<file path="src/design/bost_pkg.sv">
// Shared constants and register codes for the box overlap stability tracker.
`default_nettype none

package bost_pkg;

    localparam int COORD_BITS_DEF = 12;
    localparam int THR_W          = 9;
    localparam int FRAMES_W       = 8;
    localparam int FRAC_BITS      = 8;
    localparam int CFG_IDX_W      = 2;
    localparam int CFG_DATA_W     = 9;

    localparam logic [THR_W-1:0]    THR_RESET    = THR_W'(204);
    localparam logic [FRAMES_W-1:0] FRAMES_RESET = FRAMES_W'(10);
    localparam logic [FRAMES_W-1:0] STREAK_MAX   = '1;

    typedef enum logic [CFG_IDX_W-1:0] {
        REG_OVERLAP_THRESHOLD = 2'd0,
        REG_FRAMES_NEEDED     = 2'd1
    } t_reg_idx;

endpackage

`default_nettype wire

</file>
<file path="src/design/bost_if.sv">
// Valid/ready channel interfaces for box beats, result beats and register writes.
`default_nettype none

interface bost_box_if #(
    parameter int COORD_BITS = bost_pkg::COORD_BITS_DEF
);
    logic                         valid;
    logic                         ready;
    logic                         box_present;
    logic signed [COORD_BITS:0]   box_x;
    logic signed [COORD_BITS:0]   box_y;
    logic        [COORD_BITS-1:0] box_width;
    logic        [COORD_BITS-1:0] box_height;

    modport source (output valid, box_present, box_x, box_y, box_width, box_height,
                    input ready);
    modport sink   (input valid, box_present, box_x, box_y, box_width, box_height,
                    output ready);
endinterface

interface bost_res_if;
    logic                           valid;
    logic                           ready;
    logic                           stable;
    logic [bost_pkg::FRAMES_W-1:0]  streak_now;

    modport source (output valid, stable, streak_now, input ready);
    modport sink   (input valid, stable, streak_now, output ready);
endinterface

interface bost_cfg_if;
    logic                             valid;
    logic                             ready;
    logic [bost_pkg::CFG_IDX_W-1:0]   reg_index;
    logic [bost_pkg::CFG_DATA_W-1:0]  wr_data;

    modport source (output valid, reg_index, wr_data, input ready);
    modport sink   (input valid, reg_index, wr_data, output ready);
endinterface

`default_nettype wire

</file>
<file path="src/design/bost_ser_mul.sv">
// Shift-add multiplier that consumes one multiplier bit per cycle.
`default_nettype none

module bost_ser_mul #(
    parameter int MC_W = 12,
    parameter int MP_W = 12
) (
    input  wire logic                   i_clk,
    input  wire logic                   i_rst_n,
    input  wire logic                   i_start,
    input  wire logic [MC_W-1:0]        i_mcand,
    input  wire logic [MP_W-1:0]        i_mplier,
    output logic                        o_done,
    output logic [MC_W+MP_W-1:0]        o_prod
);

    localparam int CNT_W = $clog2(MP_W + 1);

    logic [MC_W+MP_W-1:0] r_acc;
    logic [MC_W+MP_W-1:0] n_acc;
    logic [MC_W-1:0]      r_mcand;
    logic [CNT_W-1:0]     r_cnt;
    logic                 r_busy;
    logic                 r_done;
    logic [MC_W:0]        sum;

    always_comb begin
        sum   = {1'b0, r_acc[MC_W+MP_W-1:MP_W]}
              + (r_acc[0] ? {1'b0, r_mcand} : {(MC_W+1){1'b0}});
        n_acc = {sum, r_acc[MP_W-1:1]};
    end

    always_ff @(posedge i_clk) begin
        if (!i_rst_n) begin
            r_busy <= 1'b0;
            r_done <= 1'b0;
            r_cnt  <= '0;
        end else begin
            r_done <= 1'b0;
            if (i_start) begin
                r_acc   <= {{MC_W{1'b0}}, i_mplier};
                r_mcand <= i_mcand;
                r_cnt   <= CNT_W'(MP_W);
                r_busy  <= 1'b1;
            end else if (r_busy) begin
                r_acc <= n_acc;
                r_cnt <= r_cnt - CNT_W'(1);
                if (r_cnt == CNT_W'(1)) begin
                    r_busy <= 1'b0;
                    r_done <= 1'b1;
                end
            end
        end
    end

    assign o_done = r_done;
    assign o_prod = r_acc;

endmodule

`default_nettype wire

</file>
<file path="src/design/bost_overlap.sv">
// Overlap engine: intersection extents, serial area products and threshold compare.
`default_nettype none

module bost_overlap #(
    parameter int COORD_BITS = bost_pkg::COORD_BITS_DEF
) (
    input  wire logic                          i_clk,
    input  wire logic                          i_rst_n,
    input  wire logic                          i_start,
    input  wire logic signed [COORD_BITS:0]    i_x1,
    input  wire logic signed [COORD_BITS:0]    i_y1,
    input  wire logic        [COORD_BITS-1:0]  i_w1,
    input  wire logic        [COORD_BITS-1:0]  i_h1,
    input  wire logic signed [COORD_BITS:0]    i_x2,
    input  wire logic signed [COORD_BITS:0]    i_y2,
    input  wire logic        [COORD_BITS-1:0]  i_w2,
    input  wire logic        [COORD_BITS-1:0]  i_h2,
    input  wire logic [bost_pkg::THR_W-1:0]    i_thr,
    output logic                               o_done,
    output logic                               o_pass
);

    localparam int CW = COORD_BITS + 1;
    localparam int SW = COORD_BITS;
    localparam int EW = COORD_BITS + 2;
    localparam int DW = COORD_BITS + 3;
    localparam int PW = 2 * SW;
    localparam int UW = PW + 1;
    localparam int TW = bost_pkg::THR_W;
    localparam int QW = UW + TW;
    localparam int FB = bost_pkg::FRAC_BITS;

    typedef enum logic [2:0] {
        S_IDLE, S_EDGE, S_EXT, S_MGO, S_AREA, S_UNI, S_SGO, S_SCALE
    } t_state;

    t_state r_state;

    logic signed [CW-1:0] r_x1, r_y1, r_x2, r_y2;
    logic        [SW-1:0] r_w1, r_h1, r_w2, r_h2;
    logic        [TW-1:0] r_thr;
    logic signed [EW-1:0] r_xr, r_yr;
    logic signed [CW-1:0] r_xl, r_yl;
    logic        [SW-1:0] r_iw, r_ih;
    logic        [PW-1:0] r_inter;
    logic        [UW-1:0] r_uni;
    logic                 r_done;
    logic                 r_pass;

    logic signed [EW-1:0] ex_r1, ex_r2, ey_r1, ey_r2;
    logic signed [DW-1:0] dx, dy;
    logic        [QW-1:0] lhs;
    logic        [PW-1:0] p_inter, p_a1, p_a2;
    logic        [QW-1:0] p_scale;
    logic                 d_inter, d_a1, d_a2, d_scale;
    logic                 st_mul, st_scale;

    always_comb begin
        ex_r1 = $signed({r_x1[CW-1], r_x1}) + $signed({2'b00, r_w1});
        ex_r2 = $signed({r_x2[CW-1], r_x2}) + $signed({2'b00, r_w2});
        ey_r1 = $signed({r_y1[CW-1], r_y1}) + $signed({2'b00, r_h1});
        ey_r2 = $signed({r_y2[CW-1], r_y2}) + $signed({2'b00, r_h2});
        dx    = $signed({r_xr[EW-1], r_xr}) - $signed({{2{r_xl[CW-1]}}, r_xl});
        dy    = $signed({r_yr[EW-1], r_yr}) - $signed({{2{r_yl[CW-1]}}, r_yl});
        lhs   = {{(QW-PW-FB){1'b0}}, r_inter, {FB{1'b0}}};
    end

    assign st_mul   = (r_state == S_MGO);
    assign st_scale = (r_state == S_SGO);

    bost_ser_mul #(.MC_W(SW), .MP_W(SW)) u_mul_inter (
        .i_clk(i_clk), .i_rst_n(i_rst_n), .i_start(st_mul),
        .i_mcand(r_iw), .i_mplier(r_ih), .o_done(d_inter), .o_prod(p_inter)
    );

    bost_ser_mul #(.MC_W(SW), .MP_W(SW)) u_mul_a1 (
        .i_clk(i_clk), .i_rst_n(i_rst_n), .i_start(st_mul),
        .i_mcand(r_w1), .i_mplier(r_h1), .o_done(d_a1), .o_prod(p_a1)
    );

    bost_ser_mul #(.MC_W(SW), .MP_W(SW)) u_mul_a2 (
        .i_clk(i_clk), .i_rst_n(i_rst_n), .i_start(st_mul),
        .i_mcand(r_w2), .i_mplier(r_h2), .o_done(d_a2), .o_prod(p_a2)
    );

    bost_ser_mul #(.MC_W(UW), .MP_W(TW)) u_mul_scale (
        .i_clk(i_clk), .i_rst_n(i_rst_n), .i_start(st_scale),
        .i_mcand(r_uni), .i_mplier(r_thr), .o_done(d_scale), .o_prod(p_scale)
    );

    always_ff @(posedge i_clk) begin
        if (!i_rst_n) begin
            r_state <= S_IDLE;
            r_done  <= 1'b0;
        end else begin
            r_done <= 1'b0;
            unique case (r_state)
                S_IDLE: begin
                    if (i_start) begin
                        r_x1    <= i_x1;
                        r_y1    <= i_y1;
                        r_w1    <= i_w1;
                        r_h1    <= i_h1;
                        r_x2    <= i_x2;
                        r_y2    <= i_y2;
                        r_w2    <= i_w2;
                        r_h2    <= i_h2;
                        r_thr   <= i_thr;
                        r_state <= S_EDGE;
                    end
                end
                S_EDGE: begin
                    r_xr    <= (ex_r1 < ex_r2) ? ex_r1 : ex_r2;
                    r_yr    <= (ey_r1 < ey_r2) ? ey_r1 : ey_r2;
                    r_xl    <= (r_x1 > r_x2) ? r_x1 : r_x2;
                    r_yl    <= (r_y1 > r_y2) ? r_y1 : r_y2;
                    r_state <= S_EXT;
                end
                S_EXT: begin
                    r_iw    <= (!dx[DW-1] && dx != '0) ? dx[SW-1:0] : '0;
                    r_ih    <= (!dy[DW-1] && dy != '0) ? dy[SW-1:0] : '0;
                    r_state <= S_MGO;
                end
                S_MGO: begin
                    r_state <= S_AREA;
                end
                S_AREA: begin
                    if (d_inter && d_a1 && d_a2) begin
                        r_state <= S_UNI;
                    end
                end
                S_UNI: begin
                    r_inter <= p_inter;
                    r_uni   <= {1'b0, p_a1} + {1'b0, p_a2} - {1'b0, p_inter};
                    r_state <= S_SGO;
                end
                S_SGO: begin
                    r_state <= S_SCALE;
                end
                S_SCALE: begin
                    if (d_scale) begin
                        r_pass  <= (r_uni == '0) ? (r_thr == '0) : (lhs >= p_scale);
                        r_done  <= 1'b1;
                        r_state <= S_IDLE;
                    end
                end
                default: begin
                    r_state <= S_IDLE;
                end
            endcase
        end
    end

    assign o_done = r_done;
    assign o_pass = r_pass;

    a_area_done_together: assert property (@(posedge i_clk) disable iff (!i_rst_n)
        d_inter |-> (d_a1 && d_a2))
        else $error("area products finished apart");

    a_scale_in_phase: assert property (@(posedge i_clk) disable iff (!i_rst_n)
        d_scale |-> (r_state == S_SCALE))
        else $error("scale product finished outside its phase");

    a_done_returns_idle: assert property (@(posedge i_clk) disable iff (!i_rst_n)
        r_done |-> (r_state == S_IDLE))
        else $error("overlap done while still working");

endmodule

`default_nettype wire

</file>
<file path="src/design/box_overlap_stability_tracker_top.sv">
// Top level: handshakes, registers, stored box, streak counter and result register.
// Compare path: a box beat with a stored box yields its result beat once the serial area and
//   threshold multipliers in the overlap engine finish and the result is registered.
// Throughput: one beat at a time; such a beat holds the input until the engine is done and
//   the slot free; with a free slot, others get a result the next cycle, at a one-cycle rate.
// Reset: synchronous active-low; registers return to threshold 204, frames 10,
//   no stored box and a zero streak.
`default_nettype none

module box_overlap_stability_tracker_top #(
    parameter int COORD_BITS = bost_pkg::COORD_BITS_DEF
) (
    input  wire logic     i_clk,
    input  wire logic     i_rst_n,
    bost_box_if.sink      i_box,
    bost_res_if.source    o_res,
    bost_cfg_if.sink      i_cfg
);

    localparam int TW = bost_pkg::THR_W;
    localparam int FW = bost_pkg::FRAMES_W;

    typedef enum logic [1:0] {S_IDLE, S_BUSY, S_HOLD} t_state;

    t_state r_state, n_state;

    logic [TW-1:0]               r_thr;
    logic [FW-1:0]               r_fn;
    logic                        r_last_valid;
    logic signed [COORD_BITS:0]  r_last_x, r_last_y;
    logic [COORD_BITS-1:0]       r_last_w, r_last_h;
    logic [FW-1:0]               r_streak, n_streak;
    logic                        r_pend_stable, n_pend_stable;
    logic [FW-1:0]               r_pend_streak, n_pend_streak;
    logic                        r_out_valid, n_out_valid;
    logic                        r_out_stable, n_out_stable;
    logic [FW-1:0]               r_out_streak, n_out_streak;

    logic                        box_acc;
    logic                        eng_start, eng_done, eng_pass;
    logic                        slot_free;
    logic                        res_go, res_stable;
    logic [FW-1:0]               res_streak, inc;

    assign i_box.ready = (r_state == S_IDLE);
    assign i_cfg.ready = 1'b1;
    assign box_acc     = i_box.valid && i_box.ready;
    assign eng_start   = box_acc && i_box.box_present && r_last_valid;
    assign slot_free   = !r_out_valid || o_res.ready;

    bost_overlap #(.COORD_BITS(COORD_BITS)) u_overlap (
        .i_clk   (i_clk),
        .i_rst_n (i_rst_n),
        .i_start (eng_start),
        .i_x1    (r_last_x),
        .i_y1    (r_last_y),
        .i_w1    (r_last_w),
        .i_h1    (r_last_h),
        .i_x2    (i_box.box_x),
        .i_y2    (i_box.box_y),
        .i_w2    (i_box.box_width),
        .i_h2    (i_box.box_height),
        .i_thr   (r_thr),
        .o_done  (eng_done),
        .o_pass  (eng_pass)
    );

    always_comb begin
        n_state       = r_state;
        n_streak      = r_streak;
        n_pend_stable = r_pend_stable;
        n_pend_streak = r_pend_streak;
        res_go        = 1'b0;
        res_stable    = 1'b0;
        res_streak    = '0;
        inc           = '0;

        unique case (r_state)
            S_IDLE: begin
                if (box_acc && !eng_start) begin
                    res_go     = 1'b1;
                    res_stable = i_box.box_present && (r_fn == '0);
                    n_streak   = '0;
                end else if (eng_start) begin
                    n_state = S_BUSY;
                end
            end
            S_BUSY: begin
                if (eng_done) begin
                    if (eng_pass) begin
                        inc = (r_streak == bost_pkg::STREAK_MAX) ? r_streak
                                                                 : r_streak + FW'(1);
                    end
                    res_go = 1'b1;
                    if (inc >= r_fn) begin
                        res_stable = 1'b1;
                        res_streak = '0;
                    end else begin
                        res_streak = inc;
                    end
                    n_streak = res_streak;
                    n_state  = S_IDLE;
                end
            end
            S_HOLD: begin
                if (slot_free) begin
                    n_state = S_IDLE;
                end
            end
            default: begin
                n_state = S_IDLE;
            end
        endcase

        n_out_valid  = r_out_valid && !o_res.ready;
        n_out_stable = r_out_stable;
        n_out_streak = r_out_streak;
        if (res_go) begin
            if (slot_free) begin
                n_out_valid  = 1'b1;
                n_out_stable = res_stable;
                n_out_streak = res_streak;
            end else begin
                n_pend_stable = res_stable;
                n_pend_streak = res_streak;
                n_state       = S_HOLD;
            end
        end else if (r_state == S_HOLD && slot_free) begin
            n_out_valid  = 1'b1;
            n_out_stable = r_pend_stable;
            n_out_streak = r_pend_streak;
        end
    end

    always_ff @(posedge i_clk) begin
        if (!i_rst_n) begin
            r_state      <= S_IDLE;
            r_thr        <= bost_pkg::THR_RESET;
            r_fn         <= bost_pkg::FRAMES_RESET;
            r_last_valid <= 1'b0;
            r_last_x     <= '0;
            r_last_y     <= '0;
            r_last_w     <= '0;
            r_last_h     <= '0;
            r_streak     <= '0;
            r_out_valid  <= 1'b0;
        end else begin
            r_state       <= n_state;
            r_streak      <= n_streak;
            r_out_valid   <= n_out_valid;
            r_out_stable  <= n_out_stable;
            r_out_streak  <= n_out_streak;
            r_pend_stable <= n_pend_stable;
            r_pend_streak <= n_pend_streak;
            if (box_acc) begin
                r_last_valid <= i_box.box_present;
                if (i_box.box_present) begin
                    r_last_x <= i_box.box_x;
                    r_last_y <= i_box.box_y;
                    r_last_w <= i_box.box_width;
                    r_last_h <= i_box.box_height;
                end
            end
            if (i_cfg.valid && i_cfg.ready) begin
                unique case (i_cfg.reg_index)
                    bost_pkg::REG_OVERLAP_THRESHOLD: r_thr <= i_cfg.wr_data[TW-1:0];
                    bost_pkg::REG_FRAMES_NEEDED:     r_fn  <= i_cfg.wr_data[FW-1:0];
                    default: begin
                    end
                endcase
            end
        end
    end

    assign o_res.valid      = r_out_valid;
    assign o_res.stable     = r_out_stable;
    assign o_res.streak_now = r_out_streak;

    a_stable_clears_streak: assert property (@(posedge i_clk) disable iff (!i_rst_n)
        (r_out_valid && r_out_stable) |-> (r_out_streak == '0))
        else $error("stable beat with nonzero streak");

    a_nobox_forgets: assert property (@(posedge i_clk) disable iff (!i_rst_n)
        (box_acc && !i_box.box_present) |=> (!r_last_valid && r_streak == '0))
        else $error("no-box beat left box or streak");

    a_engine_only_busy: assert property (@(posedge i_clk) disable iff (!i_rst_n)
        eng_done |-> (r_state == S_BUSY))
        else $error("overlap result outside busy state");

endmodule

`default_nettype wire
</file>
<file path="src/flat_wrapper.sv">
// flat-port wrapper written by rule: the top's interface ports become plain ports
module box_overlap_stability_tracker_top_flat 
#(
    parameter int COORD_BITS = bost_pkg::COORD_BITS_DEF
)
  (i_clk, i_rst_n, i_box_valid, i_box_box_present, i_box_box_x, i_box_box_y, i_box_box_width, i_box_box_height, i_box_ready, o_res_valid, o_res_stable, o_res_streak_now, o_res_ready, i_cfg_valid, i_cfg_reg_index, i_cfg_wr_data, i_cfg_ready);
  bost_box_if #(.COORD_BITS(COORD_BITS)) i_box_i ();
  bost_res_if o_res_i ();
  bost_cfg_if i_cfg_i ();
  input  wire logic i_clk;
  input  wire logic i_rst_n;
  input wire logic [$bits(i_box_i.valid)-1:0] i_box_valid;
  input wire logic [$bits(i_box_i.box_present)-1:0] i_box_box_present;
  input wire logic [$bits(i_box_i.box_x)-1:0] i_box_box_x;
  input wire logic [$bits(i_box_i.box_y)-1:0] i_box_box_y;
  input wire logic [$bits(i_box_i.box_width)-1:0] i_box_box_width;
  input wire logic [$bits(i_box_i.box_height)-1:0] i_box_box_height;
  output wire logic [$bits(i_box_i.ready)-1:0] i_box_ready;
  output wire logic [$bits(o_res_i.valid)-1:0] o_res_valid;
  output wire logic [$bits(o_res_i.stable)-1:0] o_res_stable;
  output wire logic [$bits(o_res_i.streak_now)-1:0] o_res_streak_now;
  input wire logic [$bits(o_res_i.ready)-1:0] o_res_ready;
  input wire logic [$bits(i_cfg_i.valid)-1:0] i_cfg_valid;
  input wire logic [$bits(i_cfg_i.reg_index)-1:0] i_cfg_reg_index;
  input wire logic [$bits(i_cfg_i.wr_data)-1:0] i_cfg_wr_data;
  output wire logic [$bits(i_cfg_i.ready)-1:0] i_cfg_ready;
  assign i_box_i.valid = i_box_valid;
  assign i_box_i.box_present = i_box_box_present;
  assign i_box_i.box_x = i_box_box_x;
  assign i_box_i.box_y = i_box_box_y;
  assign i_box_i.box_width = i_box_box_width;
  assign i_box_i.box_height = i_box_box_height;
  assign i_box_ready = i_box_i.ready;
  assign o_res_valid = o_res_i.valid;
  assign o_res_stable = o_res_i.stable;
  assign o_res_streak_now = o_res_i.streak_now;
  assign o_res_i.ready = o_res_ready;
  assign i_cfg_i.valid = i_cfg_valid;
  assign i_cfg_i.reg_index = i_cfg_reg_index;
  assign i_cfg_i.wr_data = i_cfg_wr_data;
  assign i_cfg_ready = i_cfg_i.ready;
  box_overlap_stability_tracker_top #(.COORD_BITS(COORD_BITS)) u_core (.i_clk(i_clk), .i_rst_n(i_rst_n), .i_box(i_box_i), .o_res(o_res_i), .i_cfg(i_cfg_i));
endmodule
</file>
<file path="config.mk">
export PLATFORM = sky130hd
export DESIGN_NAME = box_overlap_stability_tracker_top_flat
export DESIGN_NICKNAME = d
export VERILOG_FILES = /design/src/design/bost_pkg.sv /design/src/design/bost_if.sv /design/src/design/bost_ser_mul.sv /design/src/design/bost_overlap.sv /design/src/design/box_overlap_stability_tracker_top.sv /design/src/flat_wrapper.sv
export SDC_FILE = /design/constraint.sdc
export NUM_CORES = 1
export LEC_CHECK = 0
export BUFFER_PORTS_ARGS = -buffer_cell sky130_fd_sc_hd__buf_2
export CAP_MARGIN = 20
export CORE_UTILIZATION = 35
export DETAILED_ROUTE_END_ITERATION = 8
export PLACE_DENSITY = 0.51
export SETUP_SLACK_MARGIN = 0.05
export SLEW_MARGIN = 20
export SYNTH_ARGS = -nofsm -noshare
export SYNTH_HDL_FRONTEND = slang
export SYNTH_SLANG_ARGS = --single-unit
</file>
<file path="constraint.sdc">
create_clock -name i_clk -period 15.1 [get_ports i_clk]
set_input_delay 1.51 -clock i_clk [delete_from_list [all_inputs] [get_ports i_clk]]
set_output_delay 1.51 -clock i_clk [all_outputs]
set_load 0.1 [all_outputs]
</file>
# [Word-level counts from Yosys, hierarchy flattened]
# Cells that the tools add are included.
[totals] regBits=529 output_inout_bits=12 word_cells=247
[op_classes] n_addsub=17 order_cmp=6 eq_ne=21 muxes=79 n_bitwise=6 n_reduce_logical=56
[ops] operator="8-bit two-way mux" n=12
[ops] operator="12-bit two-way mux" n=6
[ops] operator="24-bit two-way mux" n=3
[ops] operator="13-bit by 13-bit adder with 14-bit output" n=4
[ops] operator="12-bit by 12-bit adder with 13-bit output" n=3
[ops] operator="32-bit by 34-bit greater-or-equal comparator with 1-bit output" n=1
[ops] operator="34-bit two-way mux" n=1
[ops] operator="4-bit two-way mux" n=8
[ops] operator="15-bit nonzero test" n=2
[ops] operator="14-bit by 13-bit subtractor with 15-bit output" n=2
[ops] operator="1-bit two-way mux" n=29
[ops] operator="14-bit < comparator" n=2
[ops] operator="14-bit two-way mux" n=2
[ops] operator="25-bit by 25-bit adder with 26-bit output" n=1
[ops] operator="13-bit greater-than comparator" n=2
[ops] operator="13-bit two-way mux" n=2
[ops] operator="2-bit AND reduction" n=13
[ops] operator="24-bit by 24-bit adder with 25-bit output" n=1
[ops] operator="25-bit logical NOT" n=1
[ops] operator="25-bit two-way mux" n=1
[ops] operator="25-bit by 24-bit subtractor with 25-bit output" n=1
[ops] operator="3-bit one-hot mux with 8 select lines" n=1
[ops] operator="3-bit AND reduction" n=6
[ops] operator="4-bit by 1-bit equality test with 1-bit output, second input constant" n=4
[ops] operator="other kinds (28)" n=77

# [Longest topological paths before layout]
# Gate-level depths: netlist of run 1.
[depth] ltp_word=11 depth_mapped=21

# [Hierarchy]
# A second synthesis of run 1 with hierarchy kept.
[hier_totals] cells_unflattened=2659 hier_area_um2=29773.6
[by_module_without_submodules] mod="bost_overlap" instances=1 cells_each=1378 area_per_inst_um2=15547.4 seq_area_each_um2=7196.9
[by_module_without_submodules] mod="bost_ser_mul at u_core.u_overlap.u_mul_a1 ..." instances=3 cells_each=164 area_per_inst_um2=2144.6 seq_area_each_um2=1201.2
[by_module_without_submodules] mod="box_overlap_stability_tracker_top" instances=1 cells_each=456 area_per_inst_um2=3960.0 seq_area_each_um2=2122.0
[by_module_without_submodules] mod="bost_ser_mul at u_core.u_overlap.u_mul_scale" instances=1 cells_each=333 area_per_inst_um2=3832.4 seq_area_each_um2=1891.8

# [Worst setup path after synthesis of run 1]
# No wires, ideal clock.
[synth_path] path_kind="flip-flop to flip-flop" start="register u_core.r_state[0]" end="register u_core.u_overlap.r_h1[0], enable pin" setup_ps=844 t_arrival_ps=12550 t_required_ps=14256 setup_slack_ps=1705 path_stages_with_launch=6 synth_period_minus_slack_ps=13395 cell_sequence="dfxtp_1 nor2_1 and3_1 clkbuf_1 nand2_1 nor4_1"
[synth_via] elab_chain_cells=5
[synth_rtl] element="start: declaration" line="box_overlap_stability_tracker_top.sv:25" source="t_state r_state, n_state;"
[synth_rtl] element="start signal: assignment" line="box_overlap_stability_tracker_top.sv:148" source="r_state <= n_state;"
[synth_rtl] element="2-bit logical NOT" line="box_overlap_stability_tracker_top.sv:45" source="assign i_box.ready = (r_state == S_IDLE);"
[synth_rtl] element="net i_box_ready" line="flat_wrapper.sv:18" source="output wire logic [$bits(i_box_i.ready)-1:0] i_box_ready;"
[synth_rtl] element="1-bit logical AND" line="box_overlap_stability_tracker_top.sv:47" source="assign box_acc = i_box.valid && i_box.ready;"
[synth_rtl] element="1-bit logical AND (2 in a row)" line="box_overlap_stability_tracker_top.sv:48" source="assign eng_start = box_acc && i_box.box_present && r_last_valid;"
[synth_rtl] element="3-bit AND reduction (no source line)"
[synth_rtl] element="end signal: assignment" line="bost_overlap.sv:103" source="r_h1 <= i_h1;"
[synth_rtl] element="end: declaration" line="bost_overlap.sv:40" source="logic [SW-1:0] r_w1, r_h1, r_w2, r_h2;"
# The timed path passes the listed nets, and every way through them passes these cells.
# A chain may end at the register's enable or synchronous reset.

# [Final worst setup path of run 1]
[layout_path] start="register u_core.u_overlap.r_y2[0]" end="register u_core.u_overlap.r_yr[0], data pin"
[layout_via] elab_chain_cells=3
[layout_rtl] element="start: declaration" line="bost_overlap.sv:39" source="logic signed [CW-1:0] r_x1, r_y1, r_x2, r_y2;"
[layout_rtl] element="start signal: assignment" line="bost_overlap.sv:105" source="r_y2 <= i_y2;"
[layout_rtl] element="13-bit by 13-bit adder with 14-bit output (*)" line="bost_overlap.sv:62" source="ey_r2 = $signed({r_y2[CW-1], r_y2}) + $signed({2'b00, r_h2});"
[layout_rtl] element="14-bit < comparator" line="bost_overlap.sv:114" source="r_yr <= (ey_r1 < ey_r2) ? ey_r1 : ey_r2;"
[layout_rtl] element="14-bit two-way mux (*)" line="bost_overlap.sv:114"
[layout_rtl] element="end signal: assignment" line="bost_overlap.sv:114"
[layout_rtl] element="end: declaration" line="bost_overlap.sv:42" source="logic signed [EW-1:0] r_xr, r_yr;"
# Every way passes the cells marked *; elsewhere a longest branch is shown, timed or not.

==> impl_metrics.py, run 1 <==
metrics = {
    "layout": {
        "syn2layout_area_growth_pct": 12.2,
        "multiInputGateArea_mm2": 0.0140,
        "fillers": 8259,
        "antennaDiodeCount": 0,
        "drive_above_1_share": 0.0784,
        "regArea_mm2": 0.0148,
        "most-common-layout-cells": "edfxtp_1 (422), nand2_1 (325), inv_1 (274), ha_1 (253), nor2_1 (134)",
        "finish.net_count": 3274,
        "final_common_cell": "edfxtp_1",
    },
    "timing": {
        "finClkSkew_ns": 0.0391,
        "slew_headroom": 0.299,
        "fmax_mhz": 197,
        "slew_viol_final": 0,
        "setup_tns_ns": 0,
        "min_period_ns": 5.08,
        "tightest_slew_ns": 1.05,
        "finalSetupViolCount": 0,
        "hold_viol_final": 0,
        "fin_crit_sh": 0.337,
        "grt_setup_unrepaired": "no",
    },
    "place": {
        "io_buffer_count": 77,
        "dp_hpwl_um": 56300,
        "routabilityCongestion": 0.863,
    },
    "yosys": {
        "avgSynthCellArea_um2": 10.6,
        "yosys.cell_types.count": 75,
        "synth_edf_count": 422,
        "synth_cells": 2850,
        "syn_nets": 3204,
        "yosysWarnings": 0,
        "synth_area_mm2": 0.0301,
        "synth_seq_area_share": 0.492,
        "async_flop_share": 0,
        "synth_top_flop_cell": "edfxtp_1",
        "ys_seq_elements": 529,
    },
    "worst_hold_path": {
        "hp-class": "flop to flop",
        "min_from": "u_core.u_overlap.r_iw[1]$_SDFFCE_PN0P_",
    },
    "clock_network": {
        "cts_hold_buffers": 0,
        "postCtsSetupRepairBufs": 0,
        "clk_pin_slew_worst_paths_ns": 0.06,
        "cts_tree": "built",
        "clockBufferDepth": 3,
        "root_buffer": "clkbuf_16",
        "htree_levels": 2,
        "clk_latency_ns": 0.64,
        "clock-sinks": 529,
        "cts_resized": 0,
        "cts_buffers": 61,
    },
    "worst_setup_path": {
        "crit_top_cell": "a21oi_1",
        "max_stage_delay_ns": 0.45,
        "cp-start-kind": "flop",
        "critPathMaxFanout": 13,
        "reg2reg_from": "u_core.u_overlap.r_y2[0]$_DFFE_PP_",
        "cp-end-kind": "flop",
        "startpoint": "u_core.u_overlap.r_y2[0]$_DFFE_PP_",
        "critical_path_required_ns": 15.48,
        "crit_chain": "ha_1 -> inv_1 -> fa_1 -> nor2b_1 -> o31a_1 -> o211ai_1 -> a21oi_1 -> a211oi_1 -> a21oi_1 -> xnor2_1 -> ha_1 -> and4_1 -> and4_1 -> a221oi_1 -> o21ai_0 -> maj3_1 -> a21oi_1 -> a31oi_1 -> buf_4 -> mux2_2",
        "worst-r2r-setup-slack_ns": 10.02,
        "path_class": "flop to flop",
        "critPathArrivalTime_ns": 5.47,
        "crit_slowest_cell": "edfxtp_1",
    },
    "routing": {
        "drt-total-wl_um": 74000,
        "route.detailed.drc": 0,
        "vias_per_cell": 5.08,
        "drt-initial-drc-count": 1178,
        "wire_per_inst_um": 18.0,
        "antenna_left": 0,
        "vias": 20900,
        "firstDrtPassIters": 5,
    },
    "power": {
        "p_comb_frac": 0.036,
        "power_switching_share": 0.220,
        "p_int_uw": 2460,
        "total_power_uw": 3150,
        "seq_power_share": 0.504,
        "p_leak_uw": 0.0137,
        "powerDensity_mw_per_mm2": 93.1,
        "p_clk_frac": 0.460,
        "peakVddDrop_mv": 0.0913,
        "switchingPower_uw": 692,
    },
    "grt": {
        "antenna_found_initial": 0,
        "first_global_vias": 21100,
        "gr-total-overflow": 0,
        "grt_max_degree": 75,
        "grtUsageMet1": 0.232,
        "grt_pass1_wl_um": 117000,
        "use_met2": 0.280,
        "top_usage_layer": "met2",
        "grtUsageTotal": 0.170,
        "grt_use_met3": 0.0210,
    },
    "floorplanning": {
        "die_w_um": 295,
        "io_pins": 79,
        "rows": 107,
        "die_h_um": 295,
        "dieArea_mm2": 0.0873,
        "core_mm2": 0.0853,
        "start_util": 0.353,
    },
    "run_status": {
        "status": "finished, final reports clean",
    },
    "job": {
        "maxCapViolCount": 0,
    },
}
[path summary, 6_finish.rpt]
| path | to | cells after the start |
|---|---|---|
| worst max-delay path | u_core.u_overlap.r_yr[0]$_DFFE_PP_ | 20 |
| worst min-delay path | u_core.u_overlap.u_mul_inter.r_mcand[1]$_DFFE_PP_ | 0 |
| worst max register to register | u_core.u_overlap.r_yr[0]$_DFFE_PP_ | 20 |
| worst min register to register | u_core.u_overlap.u_mul_inter.r_mcand[1]$_DFFE_PP_ | 0 |
[layout make-up]
cell class | count | area share
sequential | 529 | 0.438
tap | 1144 | 0.0423
multi-input combinational | 1954 | 0.414
clock buffer | 73 | 0.0483
timing repair buffer | 100 | 0.0166
clock inverter | 43 | 0.0105
inverter | 274 | 0.0304
[cells in the mapped netlist, types with 5 or more instances]
library cell	count	area share
a211o_1	9	0.0026
a211oi_1	19	0.0047
a21boi_0	85	0.021
a21o_1	62	0.015
a21oi_1	120	0.020
a22o_1	7	0.0020
a31oi_1	12	0.0025
a32o_1	8	0.0027
and2_1	78	0.016
and3_1	18	0.0037
and4_1	5	0.0015
clkbuf_1	86	0.011
dfxtp_1	107	0.071
edfxtp_1	422	0.42
fa_1	34	0.023
ha_1	253	0.11
inv_1	274	0.034
mux2_2	9	0.0034
mux2i_1	30	0.010
nand2_1	325	0.040
nand2b_1	22	0.0046
nand3_1	88	0.015
nand3b_1	7	0.0017
nand4_1	37	0.0077
nor2_1	136	0.017
nor2b_1	47	0.0098
nor3_1	50	0.0083
nor3b_1	12	0.0030
nor4_1	16	0.0033
o2111ai_1	36	0.010
o211a_1	12	0.0040
o211ai_1	11	0.0027
o21a_1	33	0.0082
o21ai_0	109	0.018
o21bai_1	15	0.0037
o311a_1	23	0.0076
o31a_1	13	0.0038
o31ai_1	8	0.0020
or2_2	11	0.0023
or3_1	12	0.0025
or4_1	14	0.0035
xnor2_1	64	0.019
xor2_1	52	0.015
[layer usage]
layer	vias to the layer above	share of wire
met5	-	0
met4	0	0.026
met3	113	0.037
met2	411	0.46
met1	9975	0.48
li1	10400	-
[flip-flops by register name, summed over array words and instances, names as in the netlist, 13 cells and up]
register	flops
u_core.u_overlap.u_mul_a2.o_prod	24
u_core.r_last_y	13
u_core.u_overlap.r_y2	13
u_core.r_last_x	13
u_core.u_overlap.u_mul_a1.o_prod	24
u_core.u_overlap.r_yr	14
u_core.u_overlap.u_mul_scale.o_prod	34
u_core.u_overlap.r_x2	13
u_core.u_overlap.r_yl	13
u_core.u_overlap.u_mul_scale.r_mcand	25
u_core.u_overlap.r_inter	24
u_core.u_overlap.r_xl	13
u_core.u_overlap.r_y1	13
u_core.u_overlap.u_mul_inter.o_prod	24
u_core.u_overlap.r_xr	14
u_core.u_overlap.r_x1	13
u_core.u_overlap.r_uni	25
[critical path, delay by kind of cell (launching register included)]
family | cells | cell delay, ns
flops | 1 | 0.45
fa+ha+maj | 4 | 1.12
mux | 1 | 0.30
buf+inv | 2 | 0.30
compound gates | 9 | 1.84
xor+xnor | 1 | 0.28
simple gates | 3 | 0.52
[stage by stage]
step	std cells	hold slack, ns	area (um^2)	util	setup slack [ns]
floorplan	2850	0.400	30100	-	1.71
global placement	4000	0.405	31800	0.373	9.95
detailed placement	4000	0.405	31800	0.373	9.68
CTS	4116	0.417	33800	0.396	10.02
global route	4117	0.425	33800	0.396	9.69
finish	4117	0.414	33800	0.396	10.02
[cell families (layout without fill, tap and decap cells)]
kind of cell | count (synthesis) | in the layout | share of synthesized area
adder cells (fa/ha/maj) | 288 | 288 | 0.128
buffers and inverters | 367 | 490 | 0.0460
flip-flops | 529 | 529 | 0.492
AND/OR/NAND/NOR | 889 | 889 | 0.143
XOR/XNOR | 116 | 116 | 0.0337
AO/OA/AOI/OAI | 621 | 621 | 0.144
multiplexers | 39 | 39 | 0.0133
other | 1 | 1 | 0.000124
[power by group through the flow]
stage	registers, uW	logic, uW	clock network (uW)
detailed placement	1620	114	0
global route	1590	125	1540
finish	1590	113	1450
floorplan	1630	65.1	0
global placement	1620	111	0
CTS	1590	114	1490
Note: power is estimated with default switching activity, not from simulation.
==> inputs of run 2 (changes only) <==
PLACE_DENSITY = 0.53   (was 0.51)
clock period = 4.2 ns   (was 15.1 ns; I/O delays follow)
==> run 2 against run 1 <==
  * The run now ends with negative setup slack left
  * Sequential cell count unchanged
  * Non-clock buffer count up 144
  * Clock skew down 0.012 ns
  * Sequential power rose to 3.6 times the previous value
  * Clock power rose to 3.6 times the previous value
  * Critical endpoint is now u_core.u_overlap.r_yr[7]$_DFFE_PP_
  * Count of clock-buffer cells in the layout down 2
==> impl_metrics.py, run 2 (same netlist as run 1, synthesis figures left out) <==
metrics = {
    "routing": {
        "wire_per_inst_um": 17.7,
        "route.detailed.drc": 0,
        "firstDrtPassIters": 5,
        "antenna_left": 0,
        "drt-total-wl_um": 75600,
        "vias_per_cell": 5.06,
        "drt-initial-drc-count": 1272,
        "vias": 21500,
    },
    "timing": {
        "hold_viol_final": 0,
        "finalSetupViolCount": 14,
        "finClkSkew_ns": 0.0272,
        "tightest_slew_ns": 1.14,
        "setup_tns_ns": -3.38,
        "slew_viol_final": 0,
        "grt_setup_unrepaired": "yes",
        "fmax_mhz": 222,
        "fin_ws_ns": -0.307,
        "fin_crit_sh": 1.07,
        "min_period_ns": 4.51,
        "slew_headroom": 0.241,
    },
    "place": {
        "io_buffer_count": 77,
        "routabilityCongestion": 0.886,
        "dpl-instance-area_mm2": 0.0325,
        "dp_hpwl_um": 57600,
    },
    "worst_hold_path": {
        "hp-class": "input pin to flop",
        "min_from": "i_cfg_wr_data[3]",
        "holdPathStages": 3,
        "hold_path_end": "u_core.r_thr[3]$_SDFFE_PN1P_",
    },
    "layout": {
        "drive_above_1_share": 0.126,
        "most-common-layout-cells": "edfxtp_1 (422), nand2_1 (325), inv_1 (271), ha_1 (246), nor2_1 (132)",
        "largest_reg_flops": 34,
        "finish.net_count": 3418,
        "design_area_mm2": 0.0354,
        "syn2layout_area_growth_pct": 17.6,
        "fillers": 8219,
        "final_common_cell": "edfxtp_1",
    },
    "worst_setup_path": {
        "path_class": "flop to flop",
        "crit_slowest_cell": "edfxtp_1",
        "rr_endpoint": "u_core.u_overlap.r_yr[7]$_DFFE_PP_",
        "cp-end-kind": "flop",
        "crit_chain": "ha_2 -> inv_2 -> fa_2 -> nor2b_2 -> o31a_1 -> o211ai_1 -> a21oi_2 -> a211oi_2 -> nor2b_4 -> xnor2_2 -> inv_1 -> ha_1 -> and4_4 -> and4_4 -> a221oi_2 -> o21ai_1 -> maj3_2 -> a21oi_4 -> a31oi_4 -> mux2_4",
        "reg2reg_from": "u_core.u_overlap.r_y2[0]$_DFFE_PP_",
        "crit_top_cell": "and4_4",
        "worst-r2r-setup-slack_ns": -0.31,
        "cp-start-kind": "flop",
        "cp_num_buf_inv": 2,
        "ff2ff_path_depth": 20,
        "critical_path_required_ns": 4.57,
        "critPathArrivalTime_ns": 4.88,
        "max_stage_delay_ns": 0.40,
        "cp_top_family": "compound AO/OA/AOI/OAI gates",
        "critPathMaxFanout": 5,
    },
    "clock_network": {
        "clk_latency_ns": 0.64,
        "clk_pin_slew_worst_paths_ns": 0.06,
        "htree_levels": 2,
        "cts_buffers": 60,
        "cts_tree": "built",
        "clock-sinks": 529,
        "clockBufferDepth": 3,
        "root_buffer": "clkbuf_16",
    },
    "run_status": {
        "violations": "negative setup slack",
        "status": "finished, violations left",
    },
    "power": {
        "p_int_uw": 8830,
        "p_clk_frac": 0.457,
        "p_leak_uw": 0.0144,
        "power_switching_share": 0.223,
        "switchingPower_uw": 2540,
        "seq_power_share": 0.501,
        "peakVddDrop_mv": 0.278,
        "powerDensity_mw_per_mm2": 321,
        "p_comb_frac": 0.041,
    },
    "floorplanning": {
        "die_h_um": 295,
        "io_pins": 79,
        "die_w_um": 295,
        "core_mm2": 0.0853,
        "start_util": 0.353,
        "rows": 107,
        "dieArea_mm2": 0.0873,
    },
    "job": {
        "maxCapViolCount": 0,
    },
    "grt": {
        "antenna_found_initial": 2,
        "gr-total-overflow": 0,
        "grt_pass1_wl_um": 119000,
        "first_global_vias": 21600,
        "grt_max_degree": 65,
        "grtUsageTotal": 0.173,
    },
}
[run 2: cell types whose count changed in the layout (fill, tap and decap cells not counted), moves of 5 or more]
cell           delta
buf_4            +85
dlygate4sd3_1    +49
a21oi_1           -8
buf_6             +7
clkinv_1          -7
ha_1              -7
o21ai_0           -7
a21oi_2           +6
xnor2_1           -6
xnor2_2           +6
clkinvlp_4        +5
mux2_2            -5
mux2_4            +5
[run 2: worst max-delay path by stage]
stage                                         endpoint  cells past startpoint  slack, ns                                from
global placement    u_core.u_overlap.r_yr[2]$_DFFE_PP_                     21      -0.28  u_core.u_overlap.r_h2[0]$_DFFE_PP_
CTS                 u_core.u_overlap.r_yr[7]$_DFFE_PP_                     20      -0.20  u_core.u_overlap.r_h2[0]$_DFFE_PP_
floorplan           u_core.u_overlap.r_h1[0]$_DFFE_PP_                      5      -1.08        u_core.r_state[0]$_SDFF_PN0_
finish              u_core.u_overlap.r_yr[7]$_DFFE_PP_                     20      -0.31  u_core.u_overlap.r_y2[0]$_DFFE_PP_
global route        u_core.u_overlap.r_yr[7]$_DFFE_PP_                     20      -0.53  u_core.u_overlap.r_y2[0]$_DFFE_PP_
detailed placement  u_core.u_overlap.r_yr[3]$_DFFE_PP_                     21      -0.32  u_core.u_overlap.r_h2[0]$_DFFE_PP_
[run 2: area by class of cell]
class,count,area [um^2],share of cell area
flip-flops and latches,529,14800,0.418
multi-input cells,1955,14400,0.405
repair buffers,244,1830,0.0516
clock buffers,71,1600,0.0450
well taps,1144,1430,0.0404
inverters,274,1030,0.0290
clock inverters,42,373,0.0105
diodes,2,5.00,0.000141
[run 2: metal layers]
metal	share of wire	up-vias	routed length, um	global-route usage
li1	-	10700	-	-
met4	0.028	2	2090	0.0519
met5	0.00012	-	9	0
met1	0.48	10300	36000	0.237
met3	0.037	113	2770	0.0216
met2	0.46	382	34700	0.285
[run 2: power by group through the flow]
stage | clock, uW | sequential, uW | combinational (uW)
after detailed placement | 0 | 5810 | 418
after global placement | 0 | 5810 | 408
after floorplan | 0 | 5840 | 239
after global routing | 5530 | 5710 | 516
final | 5200 | 5700 | 469
after CTS | 5330 | 5700 | 465
[run 2: through the flow]
stage	util	std cells	hold WS [ns]	total power (uW)	worst slack (ns)
6_report	0.416	4261	0.0493	11400	-0.307
5_1_grt	0.416	4259	0.0245	11700	-0.525
4_1_cts	0.413	4249	0.00911	11500	-0.198
3_5_place_dp	0.381	4075	0.405	6230	-0.316
3_3_place_gp	0.381	4075	0.406	6220	-0.278
2_1_floorplan	-	2850	0.400	6080	-1.08
[run 2: what timing repair did]
| action | in CTS | in global routing |
|---|---|---|
| hold buffers | 49 | 0 |
| setup buffers | 11 | 10 |
| resized for setup | 38 | 33 |
| setup endpoints to repair | 27 | 27 |
| gates cloned | 1 | 0 |
| pin swaps | 16 | 27 |
| endpoints found under the hold margin | 49 | 0 |
[run 2: tightest hold or removal path, cell delays in order]
cell     delay, ns
buf_2         0.10
nand2_1       0.05
nand3_1       0.07
==> inputs of run 3 (changes only) <==
ABC_AREA = 1   (was unset)
SETUP_SLACK_MARGIN = 0.1   (was 0.05)
==> run 3 against run 2 <==
  * The flow now finishes without violations
  * Largest power group unchanged
  * First-iteration DRC count rose by 8.6%
  * Final area fell by 2.9%
  * Sequential power increased by 14%
  * Critical path type unchanged
  * Final cell count grew 7.3%
  * Maximum frequency rose by 19%
  * Highest routed layer unchanged
  * Critical endpoint is now u_core.u_overlap.r_yr[1]$_DFFE_PP_
  * Sequential share of layout area is 1.2 points higher
==> impl_metrics.py, run 3 <==
metrics = {
    "worst_setup_path": {
        "crit_chain": "ha_1 -> inv_1 -> fa_1 -> o21ai_0 -> buf_4 -> a31oi_1 -> o21ai_0 -> xor2_1 -> inv_1 -> ha_1 -> nand3_1 -> inv_1 -> nand4_1 -> nor2_2 -> nor2_4 -> nand3_2 -> nand3_1 -> nand2_1",
        "crit_slowest_cell": "edfxtp_1",
        "reg2reg_from": "u_core.u_overlap.r_y2[0]$_DFFE_PP_",
        "path_class": "flop to flop",
        "rr_endpoint": "u_core.u_overlap.r_yr[1]$_DFFE_PP_",
        "max_stage_delay_ns": 0.41,
        "critical_path_required_ns": 4.55,
        "cp_top_family": "adder cells",
        "critPathArrivalTime_ns": 4.16,
        "cp-end-kind": "flop",
        "cp-start-kind": "flop",
        "ff2ff_path_depth": 18,
        "cp_num_buf_inv": 4,
        "critPathMaxFanout": 13,
        "crit_top_cell": "inv_1",
        "worst-r2r-setup-slack_ns": 0.40,
    },
    "clock_network": {
        "root_buffer": "clkbuf_16",
        "clk_latency_ns": 0.65,
        "clockBufferDepth": 3,
        "clock-sinks": 529,
        "postCtsSetupRepairBufs": 0,
        "clk_pin_slew_worst_paths_ns": 0.06,
        "htree_levels": 2,
        "cts_tree": "built",
        "cts_buffers": 59,
    },
    "layout": {
        "largest_reg_flops": 34,
        "drive_above_1_share": 0.0857,
        "finish.net_count": 3733,
        "most-common-layout-cells": "inv_1 (558), nand2_1 (544), edfxtp_1 (422), a21oi_1 (330), ha_1 (252)",
        "syn2layout_area_growth_pct": 14.5,
        "final_common_cell": "inv_1",
        "design_area_mm2": 0.0344,
        "antennaDiodeCount": 0,
    },
    "yosys": {
        "synth_common_cells": "inv_1 (558), nand2_1 (544), edfxtp_1 (422)",
        "ys_seq_elements": 529,
        "ys_top_cells_by_area": "edfxtp_1 (42%), ha_1 (11%), dfxtp_1 (7.1%)",
        "avgSynthCellArea_um2": 9.33,
        "async_flop_share": 0,
        "synth.most_common_cell": "inv_1",
        "yosysWarnings": 0,
        "synth_area_mm2": 0.0301,
        "synth_edf_count": 422,
        "synth_seq_area_share": 0.493,
        "yosys.cell_types.count": 52,
        "yosysTopAreaCell": "edfxtp_1",
        "synth_cells": 3223,
        "syn_nets": 3577,
        "synth_top_area_frac": 0.421,
        "synth_top_flop_cell": "edfxtp_1",
    },
    "timing": {
        "min_period_ns": 3.80,
        "finClkSkew_ns": 0.0510,
        "finalSetupViolCount": 0,
        "setup_tns_ns": 0,
        "fmax_mhz": 263,
        "hold_viol_final": 0,
        "fin_crit_sh": 0.905,
        "grt_setup_unrepaired": "no",
        "tightest_slew_ns": 1.02,
        "slew_viol_final": 0,
        "slew_headroom": 0.320,
    },
    "power": {
        "peakVddDrop_mv": 0.399,
        "p_leak_uw": 0.0150,
        "powerDensity_mw_per_mm2": 430,
        "total_power_uw": 14800,
    },
    "routing": {
        "vias_per_cell": 4.73,
        "wire_per_inst_um": 15.7,
        "route.detailed.drc": 0,
        "vias": 21600,
        "antenna_left": 0,
        "drt-total-wl_um": 71800,
        "drt-initial-drc-count": 1382,
        "firstDrtPassIters": 7,
    },
    "worst_hold_path": {
        "hold_path_end": "u_core.u_overlap.r_w2[8]$_DFFE_PP_",
        "holdPathStages": 1,
        "hp-class": "input pin to flop",
        "min_from": "i_box_box_width[8]",
    },
    "place": {
        "io_buffer_count": 77,
        "dp_hpwl_um": 55300,
        "routabilityCongestion": 0.868,
        "dpl-instance-area_mm2": 0.0319,
    },
    "grt": {
        "grt_pass1_wl_um": 114000,
        "grtUsageTotal": 0.166,
        "gr-total-overflow": 0,
        "grt_max_degree": 71,
        "antenna_found_initial": 2,
        "first_global_vias": 21000,
    },
    "run_status": {
        "status": "finished, final reports clean",
    },
    "floorplanning": {
        "die_w_um": 295,
        "io_pins": 79,
        "core_mm2": 0.0851,
        "dieArea_mm2": 0.0871,
        "start_util": 0.353,
        "die_h_um": 295,
        "rows": 107,
    },
    "job": {
        "maxCapViolCount": 0,
    },
}
## run 3: changes by cell type in the layout (fill, tap and decap cells not counted), moves of 25 or more
| cell | change |
|---|---|
| inv_1 | +287 |
| a21oi_1 | +219 |
| nand2_1 | +219 |
| o21ai_0 | +129 |
| buf_4 | -83 |
| a21boi_0 | -77 |
| and2_1 | -76 |
| a21o_1 | -53 |
| nor2_1 | +47 |
| nor2b_1 | -43 |
| o2111ai_1 | -32 |
| mux2i_1 | -29 |
| nand3_2 | +28 |
| nand3_1 | +25 |
## run 3: cell families after synthesis
group	count (synthesis)	synth area share
compound gates	678	0.123
xor+xnor	88	0.0256
fa+ha+maj	287	0.128
buf+inv	627	0.0808
flops	529	0.493
other cells	1	0.000125
simple gates	1013	0.150
## run 3: how the worst max path moves through the flow
stage	startpoint	endpoint	slack (ns)	cells past startpoint
floorplan	u_core.u_overlap.r_state[0]$_SDFFE_PN0P_	u_core.u_overlap.u_mul_a1.o_prod[0]$_DFFE_PP_	0.26	7
global placement	u_core.u_overlap.r_w1[0]$_DFFE_PP_	u_core.u_overlap.r_xr[1]$_DFFE_PP_	0.43	18
detailed placement	u_core.u_overlap.r_y2[0]$_DFFE_PP_	u_core.u_overlap.r_yr[9]$_DFFE_PP_	0.42	18
CTS	u_core.u_overlap.r_y2[0]$_DFFE_PP_	u_core.u_overlap.r_yr[1]$_DFFE_PP_	0.36	18
global route	u_core.u_overlap.r_y1[0]$_DFFE_PP_	u_core.u_overlap.r_yr[0]$_DFFE_PP_	0.11	18
finish	u_core.u_overlap.r_y2[0]$_DFFE_PP_	u_core.u_overlap.r_yr[1]$_DFFE_PP_	0.40	18
## run 3: layout make-up
cell class / instances / area, um^2
multi-input combinational: 2067 / 12900
sequential: 529 / 14800
clock inverter: 36 / 360
clock buffer: 76 / 1640
tap: 1144 / 1430
inverter: 565 / 2120
fill: 8568 / 50700
timing repair buffer: 157 / 1130
## run 3: layer usage
metal | vias to the layer above | track usage | share of wire
met5 | - | 0 | 0.00036
met1 | 9934 | 0.236 | 0.49
met2 | 358 | 0.265 | 0.44
li1 | 11200 | - | -
met3 | 89 | 0.0241 | 0.040
met4 | 4 | 0.0436 | 0.023
## run 3: power by group
| group | internal, uW | switching, uW |
|---|---|---|
| Combinational | 1090 | 1970 |
| Clock | 3030 | 2230 |
| Sequential | 6240 | 235 |
## run 3: worst register-to-register path: stages, from the launching register on
cell and delay [ns]:
edfxtp_1 0.41, ha_1 0.26, inv_1 0.09, fa_1 0.41
o21ai_0 0.18, buf_4 0.16, a31oi_1 0.10, o21ai_0 0.22
xor2_1 0.32, inv_1 0.08, ha_1 0.28, nand3_1 0.08
inv_1 0.07, nand4_1 0.10, nor2_2 0.06, nor2_4 0.16
nand3_2 0.27, nand3_1 0.18, nand2_1 0.07
## run 3: what timing repair did
item / 4_1_cts / 5_1_grt
endpoints found under the hold margin: 54 / 0
endpoints found under the setup margin: 0 / 13
gates resized for setup: 0 / 3
hold buffers: 53 / 0
## run 3: metrics by stage
step                      utilization  std cells  hold slack, ns  setup slack, ns
after global routing            0.404       4574          0.0130            0.110
after detailed placement        0.374       4409           0.405            0.418
after CTS                       0.404       4574          0.0126            0.357
after global placement          0.374       4409           0.404            0.426
final                           0.404       4574          0.0569            0.398
after floorplan                     -       3223           0.400            0.257
